--- src/sv/pep_pkg.sv ---
// Shared types and constants for the pendulum Euler propagator.
// No dependencies.
`timescale 1ns / 1ps
package pep_pkg;

  localparam logic signed [35:0] Q28TwoPi = 36'sd1686629713;
  localparam logic signed [35:0] Q28Pi = 36'sd843314857;
  localparam logic signed [35:0] Q28HalfPi = 36'sd421657428;
  localparam logic signed [35:0] CordicGain = 36'sh026DD3B6A;

  localparam logic [1:0] RegGravity = 2'd0;
  localparam logic [1:0] RegInertia = 2'd1;
  localparam logic [1:0] RegDt = 2'd2;

  typedef enum logic [3:0] {
    ST_IDLE,
    ST_CTRL,
    ST_ANGLE,
    ST_ANGLE_WB,
    ST_REDUCE,
    ST_CORDIC,
    ST_SIN,
    ST_GRAV,
    ST_ACCEL,
    ST_RATE_WB,
    ST_OUT
  } pep_state_e;

  // multiplier operand selection
  typedef enum logic [1:0] {
    MUL_TQ,
    MUL_RATE,
    MUL_SIN,
    MUL_ACCEL
  } pep_mul_sel_e;

  typedef struct packed {
    logic load;
    logic mul_go;
    pep_mul_sel_e mul_sel;
    logic ctrl_wb;
    logic angle_wb;
    logic reduce;
    logic cordic_step;
    logic grav_wb;
    logic rate_wb;
    logic out_load;
  } pep_cmd_t;

  typedef struct packed {
    logic mul_done;
    logic cordic_last;
  } pep_status_t;

  function automatic logic [31:0] atan_q30(input logic [4:0] i);
    logic [31:0] t;
    unique case (i)
      5'd0: t = 32'h3243F6A8; 5'd1: t = 32'h1DAC6705; 5'd2: t = 32'h0FADBAFC;
      5'd3: t = 32'h07F56EA6; 5'd4: t = 32'h03FEAB76; 5'd5: t = 32'h01FFD55B;
      5'd6: t = 32'h00FFFAAA; 5'd7: t = 32'h007FFF55; 5'd8: t = 32'h003FFFEA;
      5'd9: t = 32'h001FFFFD; 5'd10: t = 32'h000FFFFF; 5'd11: t = 32'h0007FFFF;
      5'd12: t = 32'h0003FFFF; 5'd13: t = 32'h0001FFFF; 5'd14: t = 32'h0000FFFF;
      5'd15: t = 32'h00007FFF; 5'd16: t = 32'h00003FFF; 5'd17: t = 32'h00001FFF;
      5'd18: t = 32'h00000FFF; 5'd19: t = 32'h000007FF; 5'd20: t = 32'h000003FF;
      5'd21: t = 32'h000001FF; 5'd22: t = 32'h000000FF; 5'd23: t = 32'h0000007F;
      5'd24: t = 32'h0000003F; 5'd25: t = 32'h0000001F; 5'd26: t = 32'h0000000F;
      5'd27: t = 32'h00000008; 5'd28: t = 32'h00000004; 5'd29: t = 32'h00000002;
      5'd30: t = 32'h00000001; default: t = 32'h00000000;
    endcase
    return t;
  endfunction

endpackage

--- src/sv/pendulum_euler_propagator.sv ---
// Top level: pendulum semi-implicit Euler propagator.
// Depends on pep_pkg, pep_ctrl, pep_datapath.
//
// Usage: one input transfer on s_axis carries start angle, rate, torque and
// a substep count; one output transfer on m_axis returns end angle, end rate
// and a saturation flag. Registers are written through the APB port; the user
// must write them only while the block is idle, which the block does not enforce.
// Processing: per item the shared multiplier scales the torque once, then each
// of N substeps (N the substep count clipped to MAX_SUBSTEPS) runs a rate
// product, a reduction, a CORDIC pass, a sine product and an acceleration
// product. One item is in flight at a time; s_axis_tready is high only while
// the controller is idle, so the next item is accepted only once the last one
// has left the controller.
// The result sits in an output register; the next item is accepted while it
// waits for m_axis_tready, but its result is held until that slot drains.
// Reset clears the controller, the output valid and restores the register
// defaults.
`timescale 1ns / 1ps
module pendulum_euler_propagator
  import pep_pkg::*;
#(
  parameter int unsigned MAX_SUBSTEPS = 2048,
  parameter int unsigned CORDIC_ITERATIONS = 28
) (
  input  logic         clk_i,
  input  logic         rst_ni,
  input  logic         s_axis_tvalid,
  output logic         s_axis_tready,
  // [31:0] start_angle, [63:32] start_rate, [95:64] torque,
  // [107:96] substep_count, [111:108] zero
  input  logic [111:0] s_axis_tdata,
  output logic         m_axis_tvalid,
  input  logic         m_axis_tready,
  // [31:0] end_angle, [63:32] end_rate
  output logic [63:0]  m_axis_tdata,
  // [0] saturated
  output logic         m_axis_tuser,
  input  logic         psel,
  input  logic         penable,
  input  logic         pwrite,
  input  logic [3:0]   paddr,
  input  logic [31:0]  pwdata,
  output logic [31:0]  prdata,
  output logic         pready
);

  logic [30:0] grav_q, inert_q;
  logic [31:0] dt_q;
  logic        wr;
  pep_cmd_t    cmd;
  pep_status_t st;
  logic        idle, start;
  logic        ovalid_q;
  logic [63:0] odata_q;
  logic        osat_q;
  logic [31:0] ang, rt;
  logic        satf;
  logic        out_free;

  assign pready = 1'b1;
  assign wr = psel && penable && pwrite;

  always_ff @(posedge clk_i or negedge rst_ni) begin
    if (!rst_ni) begin
      grav_q <= 31'd877783941;
      inert_q <= 31'd14913081;
      dt_q <= 32'd1073742;
    end else if (wr) begin
      if (paddr[3:2] == RegGravity) grav_q <= pwdata[30:0];
      if (paddr[3:2] == RegInertia) inert_q <= pwdata[30:0];
      if (paddr[3:2] == RegDt) dt_q <= pwdata;
    end
  end

  always_comb begin
    prdata = '0;
    if (paddr[3:2] == RegGravity) prdata = {1'b0, grav_q};
    else if (paddr[3:2] == RegInertia) prdata = {1'b0, inert_q};
    else if (paddr[3:2] == RegDt) prdata = dt_q;
  end

  assign s_axis_tready = idle;
  assign start = s_axis_tvalid && idle;
  assign out_free = !ovalid_q || m_axis_tready;

  pep_ctrl #(.MaxSubsteps(MAX_SUBSTEPS)) u_ctrl (
    .clk_i      (clk_i),
    .rst_ni     (rst_ni),
    .start_i    (start),
    .count_i    (s_axis_tdata[107:96]),
    .out_free_i (out_free),
    .status_i   (st),
    .cmd_o      (cmd),
    .idle_o     (idle)
  );

  pep_datapath #(.CordicIterations(CORDIC_ITERATIONS)) u_dp (
    .clk_i     (clk_i),
    .rst_ni    (rst_ni),
    .cmd_i     (cmd),
    .status_o  (st),
    .angle_i   (s_axis_tdata[31:0]),
    .rate_i    (s_axis_tdata[63:32]),
    .torque_i  (s_axis_tdata[95:64]),
    .grav_i    (grav_q),
    .inertia_i (inert_q),
    .dt_i      (dt_q),
    .angle_o   (ang),
    .rate_o    (rt),
    .sat_o     (satf)
  );

  always_ff @(posedge clk_i or negedge rst_ni) begin
    if (!rst_ni) begin
      ovalid_q <= 1'b0;
    end else if (cmd.out_load) begin
      ovalid_q <= 1'b1;
    end else if (m_axis_tready) begin
      ovalid_q <= 1'b0;
    end
  end

  always_ff @(posedge clk_i) begin
    if (cmd.out_load) begin
      odata_q <= {rt, ang};
      osat_q <= satf;
    end
  end

  assign m_axis_tvalid = ovalid_q;
  assign m_axis_tdata = odata_q;
  assign m_axis_tuser = osat_q;

  ap_out_hold: assert property (@(posedge clk_i) disable iff (!rst_ni)
    m_axis_tvalid && !m_axis_tready |=> m_axis_tvalid && $stable(m_axis_tdata))
    else $error("output changed while stalled");
  ap_one_busy: assert property (@(posedge clk_i) disable iff (!rst_ni)
    start |=> !s_axis_tready)
    else $error("second item accepted while busy");
  ap_load_free: assert property (@(posedge clk_i) disable iff (!rst_ni)
    cmd.out_load |-> out_free)
    else $error("result overwrote pending output");

endmodule

--- src/sv/pep_mul.sv ---
// Sequential signed-by-unsigned multiply with round-to-nearest scale-down.
// Four 32x16 partial products, one per cycle. Depends on pep_pkg.
`timescale 1ns / 1ps
module pep_mul
  import pep_pkg::*;
(
  input  logic               clk_i,
  input  logic               rst_ni,
  input  logic               go_i,
  input  logic signed [63:0] a_i,
  input  logic [31:0]        b_i,
  input  logic [5:0]         shift_i,
  output logic               done_o,
  output logic signed [63:0] p_o
);

  logic        busy_q, busy_d;
  logic [1:0]  cnt_q, cnt_d;
  logic        fin_q;
  logic        neg_q;
  logic [63:0] mag_q;
  logic [31:0] b_q;
  logic [5:0]  sh_q;
  logic [95:0] acc_q, acc_d;
  logic [63:0] mag_d;
  logic [47:0] pp;
  logic [95:0] pp_ext, rnd, scaled;

  assign mag_d = a_i[63] ? 64'(-a_i) : a_i;
  assign pp = {16'd0, b_q} * {32'd0, mag_q[cnt_q*16 +: 16]};
  assign pp_ext = 96'(pp) << (cnt_q * 16);
  assign acc_d = acc_q + pp_ext;
  assign rnd = acc_q + (96'd1 << (sh_q - 6'd1));
  assign scaled = rnd >> sh_q;
  assign p_o = neg_q ? -$signed(scaled[63:0]) : $signed(scaled[63:0]);

  always_comb begin
    busy_d = busy_q;
    cnt_d = cnt_q;
    if (go_i) begin
      busy_d = 1'b1;
      cnt_d = 2'd0;
    end else if (busy_q) begin
      cnt_d = cnt_q + 2'd1;
      if (cnt_q == 2'd3) begin
        busy_d = 1'b0;
      end
    end
  end

  always_ff @(posedge clk_i or negedge rst_ni) begin
    if (!rst_ni) begin
      busy_q <= 1'b0;
      cnt_q <= 2'd0;
      fin_q <= 1'b0;
    end else begin
      busy_q <= busy_d;
      cnt_q <= cnt_d;
      fin_q <= busy_q && (cnt_q == 2'd3) && !go_i;
    end
  end

  always_ff @(posedge clk_i) begin
    if (go_i) begin
      neg_q <= a_i[63];
      mag_q <= mag_d;
      b_q <= b_i;
      sh_q <= shift_i;
      acc_q <= '0;
    end else if (busy_q) begin
      acc_q <= acc_d;
    end
  end

  // result valid the cycle after the last partial product is summed
  assign done_o = fin_q;

endmodule

--- src/sv/pep_datapath.sv ---
// Datapath: state registers, shared multiplier, CORDIC, saturation.
// Depends on pep_pkg and pep_mul.
`timescale 1ns / 1ps
module pep_datapath
  import pep_pkg::*;
#(
  parameter int unsigned CordicIterations = 28
) (
  input  logic                clk_i,
  input  logic                rst_ni,
  input  pep_cmd_t            cmd_i,
  output pep_status_t         status_o,
  input  logic [31:0]         angle_i,
  input  logic [31:0]         rate_i,
  input  logic [31:0]         torque_i,
  input  logic [30:0]         grav_i,
  input  logic [30:0]         inertia_i,
  input  logic [31:0]         dt_i,
  output logic [31:0]         angle_o,
  output logic [31:0]         rate_o,
  output logic                sat_o
);

  logic signed [63:0] angle_q, rate_q, ctrl_q, gs_q;
  logic               sat_q;
  logic signed [35:0] x_q, y_q, z_q;
  logic [4:0]         it_q;
  logic signed [63:0] mul_a, mul_p;
  logic [31:0]        mul_b;
  logic [5:0]         mul_s;
  logic               mul_done;
  logic signed [63:0] asum, rsum, sinv;
  logic signed [35:0] ra, rb, xs, ys;
  logic signed [35:0] ymag, yrnd;
  logic [31:0]        at;

  pep_mul u_mul (
    .clk_i   (clk_i),
    .rst_ni  (rst_ni),
    .go_i    (cmd_i.mul_go),
    .a_i     (mul_a),
    .b_i     (mul_b),
    .shift_i (mul_s),
    .done_o  (mul_done),
    .p_o     (mul_p)
  );

  // Q2.30 to Q4.28, ties away from zero
  assign ymag = y_q[35] ? -y_q : y_q;
  assign yrnd = (ymag + 36'sd2) >>> 2;
  assign sinv = y_q[35] ? -64'(yrnd) : 64'(yrnd);

  always_comb begin
    unique case (cmd_i.mul_sel)
      MUL_TQ: begin
        mul_a = ctrl_q; mul_b = 32'(inertia_i); mul_s = 6'd26;
      end
      MUL_RATE: begin
        mul_a = rate_q; mul_b = dt_i; mul_s = 6'd32;
      end
      MUL_SIN: begin
        mul_a = sinv; mul_b = 32'(grav_i); mul_s = 6'd28;
      end
      default: begin
        mul_a = gs_q + ctrl_q; mul_b = dt_i; mul_s = 6'd32;
      end
    endcase
  end

  assign asum = angle_q + mul_p;
  assign rsum = rate_q + mul_p;

  function automatic logic signed [63:0] sat(input logic signed [63:0] v);
    if (v > 64'sd2147483647) return 64'sd2147483647;
    if (v < -64'sd2147483648) return -64'sd2147483648;
    return v;
  endfunction

  function automatic logic ovf(input logic signed [63:0] v);
    return (v > 64'sd2147483647) || (v < -64'sd2147483648);
  endfunction

  always_comb begin
    ra = 36'(angle_q);
    if (ra > Q28Pi) ra = ra - Q28TwoPi;
    else if (ra < -Q28Pi) ra = ra + Q28TwoPi;
    rb = ra;
    if (ra > Q28HalfPi) rb = Q28Pi - ra;
    else if (ra < -Q28HalfPi) rb = -Q28Pi - ra;
  end

  assign at = atan_q30(it_q);
  assign xs = x_q >>> it_q;
  assign ys = y_q >>> it_q;

  always_ff @(posedge clk_i) begin
    if (cmd_i.load) begin
      angle_q <= 64'($signed(angle_i));
      rate_q  <= 64'($signed(rate_i));
      ctrl_q  <= 64'($signed(torque_i));
    end
    if (cmd_i.ctrl_wb) ctrl_q <= mul_p;
    if (cmd_i.angle_wb) angle_q <= sat(asum);
    if (cmd_i.rate_wb) rate_q <= sat(rsum);
    if (cmd_i.grav_wb) gs_q <= mul_p;
    if (cmd_i.reduce) begin
      x_q <= CordicGain;
      y_q <= '0;
      z_q <= rb <<< 2;
      it_q <= '0;
    end else if (cmd_i.cordic_step) begin
      if (!z_q[35]) begin
        x_q <= x_q - ys; y_q <= y_q + xs; z_q <= z_q - 36'(at);
      end else begin
        x_q <= x_q + ys; y_q <= y_q - xs; z_q <= z_q + 36'(at);
      end
      it_q <= it_q + 5'd1;
    end
  end

  always_ff @(posedge clk_i or negedge rst_ni) begin
    if (!rst_ni) begin
      sat_q <= 1'b0;
    end else if (cmd_i.load) begin
      sat_q <= 1'b0;
    end else if (cmd_i.angle_wb && ovf(asum)) begin
      sat_q <= 1'b1;
    end else if (cmd_i.rate_wb && ovf(rsum)) begin
      sat_q <= 1'b1;
    end
  end

  assign status_o.mul_done = mul_done;
  assign status_o.cordic_last = (32'(it_q) == CordicIterations - 1);
  assign angle_o = angle_q[31:0];
  assign rate_o = rate_q[31:0];
  assign sat_o = sat_q;

endmodule

--- src/sv/pep_ctrl.sv ---
// Controller FSM sequencing substeps over the datapath.
// Depends on pep_pkg.
`timescale 1ns / 1ps
module pep_ctrl
  import pep_pkg::*;
#(
  parameter int unsigned MaxSubsteps = 2048
) (
  input  logic        clk_i,
  input  logic        rst_ni,
  input  logic        start_i,
  input  logic [11:0] count_i,
  input  logic        out_free_i,
  input  pep_status_t status_i,
  output pep_cmd_t    cmd_o,
  output logic        idle_o
);

  localparam int unsigned CntW = $clog2(MaxSubsteps + 1) + 1;

  pep_state_e state_q, state_d;
  logic [CntW-1:0] left_q, left_d;
  logic [CntW-1:0] cnt_in;
  logic go_ctrl_q;

  always_comb begin
    cnt_in = CntW'(count_i);
    if (32'(count_i) > MaxSubsteps) cnt_in = CntW'(MaxSubsteps);
  end

  always_comb begin
    state_d = state_q;
    left_d = left_q;
    unique case (state_q)
      ST_IDLE: if (start_i) begin
        state_d = ST_CTRL; left_d = cnt_in;
      end
      ST_CTRL: if (status_i.mul_done) begin
        state_d = (left_q == '0) ? ST_OUT : ST_ANGLE;
      end
      ST_ANGLE: state_d = ST_ANGLE_WB;
      ST_ANGLE_WB: if (status_i.mul_done) state_d = ST_REDUCE;
      ST_REDUCE: state_d = ST_CORDIC;
      ST_CORDIC: if (status_i.cordic_last) state_d = ST_SIN;
      ST_SIN: state_d = ST_GRAV;
      ST_GRAV: if (status_i.mul_done) state_d = ST_ACCEL;
      ST_ACCEL: state_d = ST_RATE_WB;
      ST_RATE_WB: if (status_i.mul_done) begin
        left_d = left_q - CntW'(1);
        state_d = (left_q == CntW'(1)) ? ST_OUT : ST_ANGLE;
      end
      ST_OUT: if (out_free_i) state_d = ST_IDLE;
      default: state_d = ST_IDLE;
    endcase
  end

  always_comb begin
    cmd_o = '0;
    cmd_o.mul_sel = MUL_TQ;
    unique case (state_q)
      ST_IDLE: begin
        cmd_o.load = start_i; cmd_o.mul_go = 1'b0;
      end
      ST_CTRL: begin
        cmd_o.mul_sel = MUL_TQ;
        cmd_o.mul_go = go_ctrl_q;
        cmd_o.ctrl_wb = status_i.mul_done;
      end
      ST_ANGLE: begin
        cmd_o.mul_sel = MUL_RATE; cmd_o.mul_go = 1'b1;
      end
      ST_ANGLE_WB: cmd_o.angle_wb = status_i.mul_done;
      ST_REDUCE: cmd_o.reduce = 1'b1;
      ST_CORDIC: cmd_o.cordic_step = 1'b1;
      ST_SIN: begin
        cmd_o.mul_sel = MUL_SIN; cmd_o.mul_go = 1'b1;
      end
      ST_GRAV: cmd_o.grav_wb = status_i.mul_done;
      ST_ACCEL: begin
        cmd_o.mul_sel = MUL_ACCEL; cmd_o.mul_go = 1'b1;
      end
      ST_RATE_WB: cmd_o.rate_wb = status_i.mul_done;
      ST_OUT: cmd_o.out_load = out_free_i;
      default: cmd_o = '0;
    endcase
  end

  // torque product launches on the first cycle after the accept
  always_ff @(posedge clk_i or negedge rst_ni) begin
    if (!rst_ni) begin
      state_q <= ST_IDLE;
      left_q <= '0;
      go_ctrl_q <= 1'b0;
    end else begin
      state_q <= state_d;
      left_q <= left_d;
      go_ctrl_q <= (state_q == ST_IDLE) && start_i;
    end
  end

  assign idle_o = (state_q == ST_IDLE);

endmodule
--- config.mk ---
export PLATFORM = sky130hd
export DESIGN_NAME = pendulum_euler_propagator
export DESIGN_NICKNAME = d
export VERILOG_FILES = /design/src/sv/pep_pkg.sv /design/src/sv/pendulum_euler_propagator.sv /design/src/sv/pep_mul.sv /design/src/sv/pep_datapath.sv /design/src/sv/pep_ctrl.sv
export SDC_FILE = /design/constraint.sdc
export NUM_CORES = 2
export LEC_CHECK = 0
export BUFFER_PORTS_ARGS = -buffer_cell sky130_fd_sc_hd__buf_2
export CAP_MARGIN = 15
export CORE_ASPECT_RATIO = 0.5
export CORE_MARGIN = 3
export CORE_UTILIZATION = 30
export DETAILED_ROUTE_END_ITERATION = 12
export HOLD_SLACK_MARGIN = 0.1
export SYNTH_ARGS = -nofsm -noshare
export SYNTH_HDL_FRONTEND = slang
export SYNTH_HIERARCHICAL = 1
export SYNTH_SLANG_ARGS = --single-unit
--- constraint.sdc ---
create_clock -name clk_i -period 20.8 [get_ports clk_i]
set_input_delay 3.12 -clock clk_i [delete_from_list [all_inputs] [get_ports clk_i]]
set_output_delay 3.12 -clock clk_i [all_outputs]
set_load 0.02 [all_outputs]
# Yosys cells after proc, flatten, opt, wreduce, memory -nomap -nowiden
# Memory sizes are Yosys's and may differ from the RTL's. A register that Yosys moved wholly into a read port is not among the register bits.
# Index checks and enable logic that the tools add are counted.
[word_totals] ff_bits=751 latchBits=0 ram_bits=0 rom_bits=960 input_bits=155 out_inout_bits=100 elab_cells=203 mem_count=1
[op_classes] n_addsub=24 n_mul=1 n_div=0 order_cmp=9 n_eq_ne=24 n_shift=6 mux=79 bitwise_logic=0 reduce_logical=31
[mem_list] memory="(no name shown)" words=32 width=30 read_ports=1 rd_clocked_by_memory_dff=1 write_ports=0 line_no="pep_pkg.sv:57" rtl="unique case (i)"
[op_table] op="64-bit 2-to-1 mux" count=16
[op_table] op="36-bit 2-to-1 mux" count=8
[op_table] op="64-bit adder" count=3
[op_table] op="96-bit adder" count=2
[op_table] op="64-bit one-hot mux with 3 select lines" count=1
[op_table] op="64-bit by 32-bit > comparator with 1-bit output, second input constant" count=2
[op_table] op="64-bit by 32-bit < comparator with 1-bit output, second input constant" count=2
[op_table] op="64-bit negation" count=2
[op_table] op="32-bit 2-to-1 mux" count=3
[op_table] op="1-bit by 6-bit << shifter with 96-bit output, first input constant" count=1
[op_table] op="48-bit by 6-bit << shifter with 96-bit output" count=1
[op_table] op="96-bit by 6-bit >> shifter with 64-bit output" count=1
[op_table] op="36-bit adder" count=2
[op_table] op="36-bit by 5-bit >>> shifter with 36-bit output" count=2
[op_table] op="36-bit subtractor" count=2
[op_table] op="34-bit 2-to-1 mux" count=2
[op_table] op="31-bit by 34-bit subtractor with 34-bit output, first input constant" count=2
[op_table] op="34-bit negation with 64-bit output" count=1
[op_table] op="32-bit one-hot mux with 2 select lines" count=1
[op_table] op="64-bit by 7-bit variable part select with 16-bit output" count=1
[op_table] op="63-bit 2-to-1 mux" count=1
[op_table] op="32-bit by 16-bit multiplier with 48-bit output" count=1
[op_table] op="4-bit one-hot mux with 11 select lines" count=1
[op_table] op="36-bit by 3-bit adder with 36-bit output, second input constant" count=1
[op_table] op="46 further kinds" count=115

# Logic depth before layout (Yosys ltp)
[depth] ltp_word=15 depth_mapped=56 mapped_depth_nobuf=48

# Hierarchy
# The synthesis kept the hierarchy.
[modules_own_cells] module="pep_mul" instances=1 cells_each=6553 area_each_um2=50066.8 seq_area_each_um2=5114.9
[modules_own_cells] module="pep_datapath" instances=1 cells_each=5708 area_each_um2=47476.8 seq_area_each_um2=10915.5
[modules_own_cells] module="pendulum_euler_propagator" instances=1 cells_each=378 area_each_um2=6314.8 seq_area_each_um2=4374.2
[modules_own_cells] module="pep_ctrl" instances=1 cells_each=171 area_each_um2=1390.1 seq_area_each_um2=450.4

# Least setup slack after synthesis
# Ideal clock, no wire load.
[synth_timing] kind="reg2reg" start="register u_dp.u_mul.sh_q[4]" end="register u_dp.angle_q[50], data pin" setup_ps=152 arrival_ps=12225 slack_ps=8422 path_stages_with_launch=50 period_less_slack_ps=12378 cell_sequence="edfxtp_1 > clkbuf_1 > clkbuf_1 > clkbuf_1 > clkbuf_1 > clkbuf_1 > clkbuf_1 > or2_2 > clkbuf_1 > nor2_1 > ha_1 > clkbuf_1 > nand4_1 > nor4_1 > nand4_1 > a21oi_1 > nor4_1 > a2111oi_1 > [... 14 more ...] > a21o_1 > a221oi_1 > o21bai_1 > inv_1 > o21ai_0 > a41oi_1 > xnor2_1 > nand4_1 > or4_1 > or4_1 > nor4b_1 > nand4_1 > ha_1 > clkbuf_1 > clkbuf_1 > clkbuf_1 > nor2_1 > o21ai_0"
[synth_between] elab_chain_cells=14 elab_cells_between_ends=18 cone_classes="4 x add/sub; 2 x order compare; 2 x shift; 10 x mux"
[synth_lines] item="start, declared" line_no="pep_mul.sv:23" rtl="logic [5:0] sh_q;"
[synth_lines] item="start signal, assigned" line_no="pep_mul.sv:68" rtl="sh_q <= shift_i;"
[synth_lines] item="6-bit by 1-bit subtractor with 6-bit output" line_no="pep_mul.sv:33" rtl="assign rnd = acc_q + (96'd1 << (sh_q - 6'd1));"
[synth_lines] item="1-bit by 6-bit << shifter with 96-bit output" line_no="pep_mul.sv:33"
[synth_lines] item="96-bit adder" line_no="pep_mul.sv:33"
[synth_lines] item="96-bit by 6-bit >> shifter with 64-bit output *" line_no="pep_mul.sv:34" rtl="assign scaled = rnd >> sh_q;"
[synth_lines] item="64-bit negation" line_no="pep_mul.sv:35" rtl="assign p_o = neg_q ? -$signed(scaled[63:0]) : $signed(scaled[63:0]);"
[synth_lines] item="64-bit 2-to-1 mux *" line_no="pep_mul.sv:35"
[synth_lines] item="via u_dp.mul_p[36]" line_no="pep_datapath.sv:28" rtl="logic signed [63:0] mul_a, mul_p;"
[synth_lines] item="64-bit adder *" line_no="pep_datapath.sv:70" rtl="assign asum = angle_q + mul_p;"
[synth_lines] item="64-bit by 32-bit < comparator with 1-bit output" line_no="pep_datapath.sv:75" rtl="if (v < -64'sd2147483648) return -64'sd2147483648;"
[synth_lines] item="1-bit 2-to-1 mux (2 in a row)" line_no="pep_datapath.sv:75"
[synth_lines] item="1-bit 2-to-1 mux" line_no="pep_datapath.sv:103" rtl="if (cmd_i.angle_wb) angle_q <= sat(asum);"
[synth_lines] item="64-bit 2-to-1 mux" line_no="pep_datapath.sv:76" rtl="return v;"
[synth_lines] item="64-bit 2-to-1 mux *" line_no="pep_datapath.sv:75"
[synth_lines] item="64-bit 2-to-1 mux *" line_no="pep_datapath.sv:103"
[synth_lines] item="end signal, assigned" line_no="pep_datapath.sv:98" rtl="angle_q <= 64'($signed(angle_i));"
[synth_lines] item="end signal, assigned" line_no="pep_datapath.sv:103"
[synth_lines] item="end, declared" line_no="pep_datapath.sv:24" rtl="logic signed [63:0] angle_q, rate_q, ctrl_q, gs_q;"
# Mark *: on every way through the listed nets, which the timed path passes. The rest lies on a longest branch. The select of a mux whose other input is x is not followed.
# A chain may end at the register's enable or synchronous reset.

# Worst setup path after layout
[layout_timing] start="register u_dp.u_mul.sh_q[0]" end="register u_dp.rate_q[9], data pin"
[layout_between] elab_chain_cells=14 elab_cells_between_ends=18 cone_classes="4 x add/sub; 2 x order compare; 2 x shift; 10 x mux"
[layout_lines] item="6-bit by 1-bit subtractor with 6-bit output" line_no="pep_mul.sv:33"
[layout_lines] item="1-bit by 6-bit << shifter with 96-bit output" line_no="pep_mul.sv:33"
[layout_lines] item="96-bit adder" line_no="pep_mul.sv:33"
[layout_lines] item="96-bit by 6-bit >> shifter with 64-bit output *" line_no="pep_mul.sv:34"
[layout_lines] item="64-bit negation" line_no="pep_mul.sv:35"
[layout_lines] item="64-bit 2-to-1 mux *" line_no="pep_mul.sv:35"
[layout_lines] item="via u_dp.mul_p[43]" line_no="pep_datapath.sv:28"
[layout_lines] item="64-bit adder *" line_no="pep_datapath.sv:71" rtl="assign rsum = rate_q + mul_p;"
[layout_lines] item="64-bit by 32-bit < comparator with 1-bit output" line_no="pep_datapath.sv:75"
[layout_lines] item="1-bit 2-to-1 mux (2 in a row)" line_no="pep_datapath.sv:75"
[layout_lines] item="1-bit 2-to-1 mux" line_no="pep_datapath.sv:104" rtl="if (cmd_i.rate_wb) rate_q <= sat(rsum);"
[layout_lines] item="64-bit 2-to-1 mux" line_no="pep_datapath.sv:76"
[layout_lines] item="64-bit 2-to-1 mux *" line_no="pep_datapath.sv:75"
[layout_lines] item="64-bit 2-to-1 mux *" line_no="pep_datapath.sv:104"
[layout_lines] item="end signal, assigned" line_no="pep_datapath.sv:99" rtl="rate_q <= 64'($signed(rate_i));"
[layout_lines] item="end signal, assigned" line_no="pep_datapath.sv:104"
[layout_lines] item="end, declared" line_no="pep_datapath.sv:24"
# Marks and branches as above.

==> metrics list <==
- The flow ran to the end, and the final reports show no timing, DRC or antenna violations.
- In this run, synthesis inferred 458 flip-flops with an integrated enable.
* Setup total negative slack: 0 ns
- CTS saw 781 sinks.
* Terminating pin of the worst hold path: u_dp/z_q[0]
- The net count of the finished layout is 13.7k.
* Cell taking the most area after synthesis: sky130_fd_sc_hd__edfxtp_1
* Clock tree skew after final layout: 0.0582 ns
* Die Span X: 844 um
- Leakage power total: 44.7 nW
- Fill cells: 36.5k
* Cell with the largest stage delay on the worst path: sky130_fd_sc_hd__a2111oi_1
- The final hold violation count was 0.
- Power consumption: 0.00356 W
* Total CTS buffers: 89
- Residual DRC: 0
* Core Box Area: 348000 um2
- Initial cell density of the core: 30.2%
* Number of hold buffers added after cts: 0
- Synth Cell Area: 105000 um2
* Total of warnings raised by yosys: 6
- Unrepaired setup endpoints after global routing: false
- Clock edge transition at the registers on the reported setup and hold paths: 0.06 ns
- Headroom to the max-slew limit came out at 10.1%.
* TritonCTS clock tree: built
- Final core utilization: 32.7%
- Largest cells by area after synthesis: sky130_fd_sc_hd__edfxtp_1, sky130_fd_sc_hd__fa_1, sky130_fd_sc_hd__ha_1
- By area, the combinational part of the netlist is dominated by compound AO/OA/AOI/OAI gates.
* Number of placement rows: 153
- In this run the post-CTS setup repair buffer count came out at 0.
* Most used flip-flop cell after synthesis: sky130_fd_sc_hd__edfxtp_1
- DIE HEIGHT: 425 um
- Share of cells above drive strength 1: 10.1%
* Number of global-route vias before repair: 96.8k
- # Max-Cap Violations: 0
- Of the available clock period, the critical path in the final layout requires 82.8%.
- Gates resized during post-CTS repair numbered 0.
* Sum of net half-perimeters after detailed placement: 337000 um
- Die area: 358000 um2
* Final Max Slew Viols: 0
* Synth cell types: 144
* XOR/XNOR Fraction of Synth Area: 6.86%
* Critical path capture point type: flip-flop
* Sum of routed wire length over all layers: 431000 um
- The critical path in this run is classified as reg -> reg.
* Final-report setup violation count: 0
- CTS placed an instance of sky130_fd_sc_hd__clkbuf_16 at the clock tree root.
- GRT overflow: 0
- Nets in the synthesized netlist: 14.0k
* Worst reg2reg path startpoint: u_dp/u_mul/sh_q[0]
* Startpoint kind of the worst setup timing path: flip-flop
- Synthesized area divided by synthesized cell count: 8.22 um2
* Number of stages on the worst hold path: 2
- For this design the top-level I/O count stands at 255.
- In this run the critical register-to-register path is captured at u_dp/rate_q[9].
- The detail route stage leaves a number of antenna-violating nets equal to 0.
- FF-to-FF path depth: 41
- In this run the register-to-register setup slack is 3.57 ns.
- Number of antenna violations at the first check in global routing: 14
- Routability-driven placement finished with a final weighted congestion of 1.04.
- Clock latency on the worst-skew pair: 0.74 ns
- After detailed routing, the average wire length per cell comes to 24.9 um.
- At the worst endpoint, the required time is 21.28 ns.
- After Yosys synthesis, full adders, half adders and majority gates account for 15.3% of the synthesized area.
* Layout area overhead: 8.10%
* Share of cell area taken by muxes after synthesis: 8.44%
- Global routing used 22.9% of the available tracks.
- Register bit count reported by yosys: 781
- The largest single stage delay on the critical path is 1.20 ns.
* Compound-Gate Fraction of Synth Area: 24.0%
* Total via count in the routed design: 103k
- After synthesis, the largest area contributor takes up 13.1% of total cell area.
* Async set-or-reset flop fraction in the synthesized netlist: 15.1%
* Iteration-0 DRC count of the detailed router: 12.3k
- Drt via density: 5.95
* Beginning of the worst hold path: u_dp/z_q[0]
* Largest net degree at the start of global routing: 156
- Htree depth: 3
- Pre-antenna DRT Iters: 9
- Share of synthesized area occupied by flip-flops and latches: 19.8%
- Port buffering added 247 buffers.
* Fraction of the mapped netlist area in simple logic gates: 19.7%
- Min-delay worst type: reg -> reg
- Worst-margin pin slew: 1.35 ns
- The clock passes through at most 3 buffers.
- Fmax: 0.0580 GHz
* IR Drop Worst-Case VDD: 57.3 uV
* CP startpoint: u_dp/u_mul/sh_q[0]
- Synthesized netlist cell count: 12.8k
- Of all nets on the critical path, the largest fanout is 94.
- First-pass GRT wire length: 636000 um
- The clock period could shrink to 17.23 ns.
- Data on the critical path arrives at its endpoint at 17.71 ns.
- Power Dens Cells: 31.3 nW/um2
-- cells in the mapped netlist (98+ instances only) --
library cell and number:
sky130_fd_sc_hd__dfxtp_1 205, sky130_fd_sc_hd__clkbuf_1 585, sky130_fd_sc_hd__nor4_1 103, sky130_fd_sc_hd__nor2b_1 98, sky130_fd_sc_hd__mux2_2 158, sky130_fd_sc_hd__o211ai_1 130, sky130_fd_sc_hd__nand3_1 263, sky130_fd_sc_hd__or3_1 98
sky130_fd_sc_hd__ha_1 604, sky130_fd_sc_hd__a21o_1 301, sky130_fd_sc_hd__a211oi_1 162, sky130_fd_sc_hd__o21a_1 142, sky130_fd_sc_hd__mux2i_1 278, sky130_fd_sc_hd__a31oi_1 116, sky130_fd_sc_hd__nand4_1 167, sky130_fd_sc_hd__o31ai_1 113
sky130_fd_sc_hd__inv_1 713, sky130_fd_sc_hd__and2_1 325, sky130_fd_sc_hd__nor2_1 1131, sky130_fd_sc_hd__nand2b_1 102, sky130_fd_sc_hd__nor3_1 310, sky130_fd_sc_hd__mux4_2 171, sky130_fd_sc_hd__fa_1 426, sky130_fd_sc_hd__o22ai_1 108
sky130_fd_sc_hd__and3_1 128, sky130_fd_sc_hd__nand2_1 1263, sky130_fd_sc_hd__edfxtp_1 458, sky130_fd_sc_hd__o21ai_0 720, sky130_fd_sc_hd__xor2_1 289, sky130_fd_sc_hd__a21oi_1 831, sky130_fd_sc_hd__xnor2_1 528
-- state kept, by name, indices dropped and copies added, names as in the netlist, 36 cells and up --
name              flops
u_dp/u_mul/acc_q     96
m_axis_tdata         64
u_dp/angle_q         64
u_dp/ctrl_q          64
u_dp/gs_q            64
u_dp/rate_q          64
u_dp/u_mul/mag_q     64
u_dp/x_q             36
u_dp/y_q             36
u_dp/z_q             36
-- cell type report --
type / instances / area (um2) / share of cell area [%]
Antenna cell: 15 / 37.5 / 0.0330
Clock buffer: 113 / 2430 / 2.13
Clock inverter: 53 / 593 / 0.521
Inverter: 723 / 2710 / 2.39
Multi-Input combinational cell: 10484 / 78300 / 68.8
Sequential cell: 781 / 20900 / 18.3
Tap cell: 4650 / 5820 / 5.11
Timing Repair Buffer: 476 / 2980 / 2.62
-- critical path: cells and delay by family (launching register included) --
family	cells	cell delay, ns
adder cells (fa/ha/maj)	3	1.92
buffers and inverters	6	1.76
XOR/XNOR	3	1.57
multiplexers	1	0.37
AO/OA/AOI/OAI	12	5.56
flip-flops	1	0.37
AND/OR/NAND/NOR	16	5.22
-- kinds of logic (layout without fill, tap and decap cells) --
group	Yosys count	in the layout
other	2	17
flip-flops	781	781
AO/OA/AOI/OAI	3704	3704
XOR/XNOR	821	821
AND/OR/NAND/NOR	4289	4289
buffers and inverters	1545	1365
adder cells (fa/ha/maj)	1030	1030
multiplexers	638	638
-- worst max-delay path by stage --
stage	endpoint	slack (ns)
global route	u_dp/rate_q[20]	3.25
global placement	u_dp/angle_q[10]	4.44
finish	u_dp/rate_q[9]	3.57
detailed placement	u_dp/angle_q[10]	4.43
CTS	u_dp/angle_q[10]	4.40
floorplan	u_dp/angle_q[50]	8.42
-- per-layer routing --
layer / routed length [um] / up-vias / track usage [%]
met5: 73 / - / 0
met4: 22300 / 10 / 9.94
met3: 39100 / 843 / 4.62
met2: 188000 / 4857 / 35.9
met1: 181000 / 50642 / 30.7
li1: - / 46548 / -
-- cell usage in the layout, fill, tap and decap left out, types with 97 or more instances in the layout --
| master | Yosys | routed |
|---|---|---|
| sky130_fd_sc_hd__a211oi_1 | 162 | 161 |
| sky130_fd_sc_hd__a21o_1 | 301 | 301 |
| sky130_fd_sc_hd__a21oi_1 | 831 | 830 |
| sky130_fd_sc_hd__a31oi_1 | 116 | 116 |
| sky130_fd_sc_hd__and2_1 | 325 | 325 |
| sky130_fd_sc_hd__and3_1 | 128 | 128 |
| sky130_fd_sc_hd__buf_2 | 77 | 248 |
| sky130_fd_sc_hd__buf_4 | 68 | 224 |
| sky130_fd_sc_hd__dfxtp_1 | 205 | 201 |
| sky130_fd_sc_hd__edfxtp_1 | 458 | 458 |
| sky130_fd_sc_hd__fa_1 | 426 | 426 |
| sky130_fd_sc_hd__ha_1 | 604 | 602 |
| sky130_fd_sc_hd__inv_1 | 713 | 707 |
| sky130_fd_sc_hd__mux2_2 | 158 | 158 |
| sky130_fd_sc_hd__mux2i_1 | 278 | 277 |
| sky130_fd_sc_hd__mux4_2 | 171 | 171 |
| sky130_fd_sc_hd__nand2_1 | 1263 | 1261 |
| sky130_fd_sc_hd__nand2b_1 | 102 | 102 |
| sky130_fd_sc_hd__nand3_1 | 263 | 263 |
| sky130_fd_sc_hd__nand4_1 | 167 | 167 |
| sky130_fd_sc_hd__nor2_1 | 1131 | 1120 |
| sky130_fd_sc_hd__nor2b_1 | 98 | 97 |
| sky130_fd_sc_hd__nor3_1 | 310 | 306 |
| sky130_fd_sc_hd__nor4_1 | 103 | 103 |
| sky130_fd_sc_hd__o211ai_1 | 130 | 130 |
| sky130_fd_sc_hd__o21a_1 | 142 | 142 |
| sky130_fd_sc_hd__o21ai_0 | 720 | 717 |
| sky130_fd_sc_hd__o22ai_1 | 108 | 108 |
| sky130_fd_sc_hd__o31ai_1 | 113 | 113 |
| sky130_fd_sc_hd__or3_1 | 98 | 98 |
| sky130_fd_sc_hd__xnor2_1 | 528 | 528 |
| sky130_fd_sc_hd__xor2_1 | 289 | 289 |
-- power breakdown --
| part | switching (W) | internal (W) | total [W] |
|---|---|---|---|
| registers | 0.0000329 | 0.00169 | 0.00172 |
| logic | 0.0000849 | 0.0000838 | 0.000169 |
| clock network | 0.000743 | 0.000927 | 0.00167 |
-- stage by stage --
stage	hold WS, ns	setup slack [ns]	area (um2)	instances
2_1_floorplan	0.463	8.42	105000	12810
3_3_place_gp	0.482	4.44	111000	17110
3_5_place_dp	0.495	4.43	111000	17110
4_1_cts	0.511	4.40	114000	17276
5_1_grt	0.548	3.25	114000	17283
6_report	0.506	3.57	114000	17295
Power figures use the tool's default switching activity.
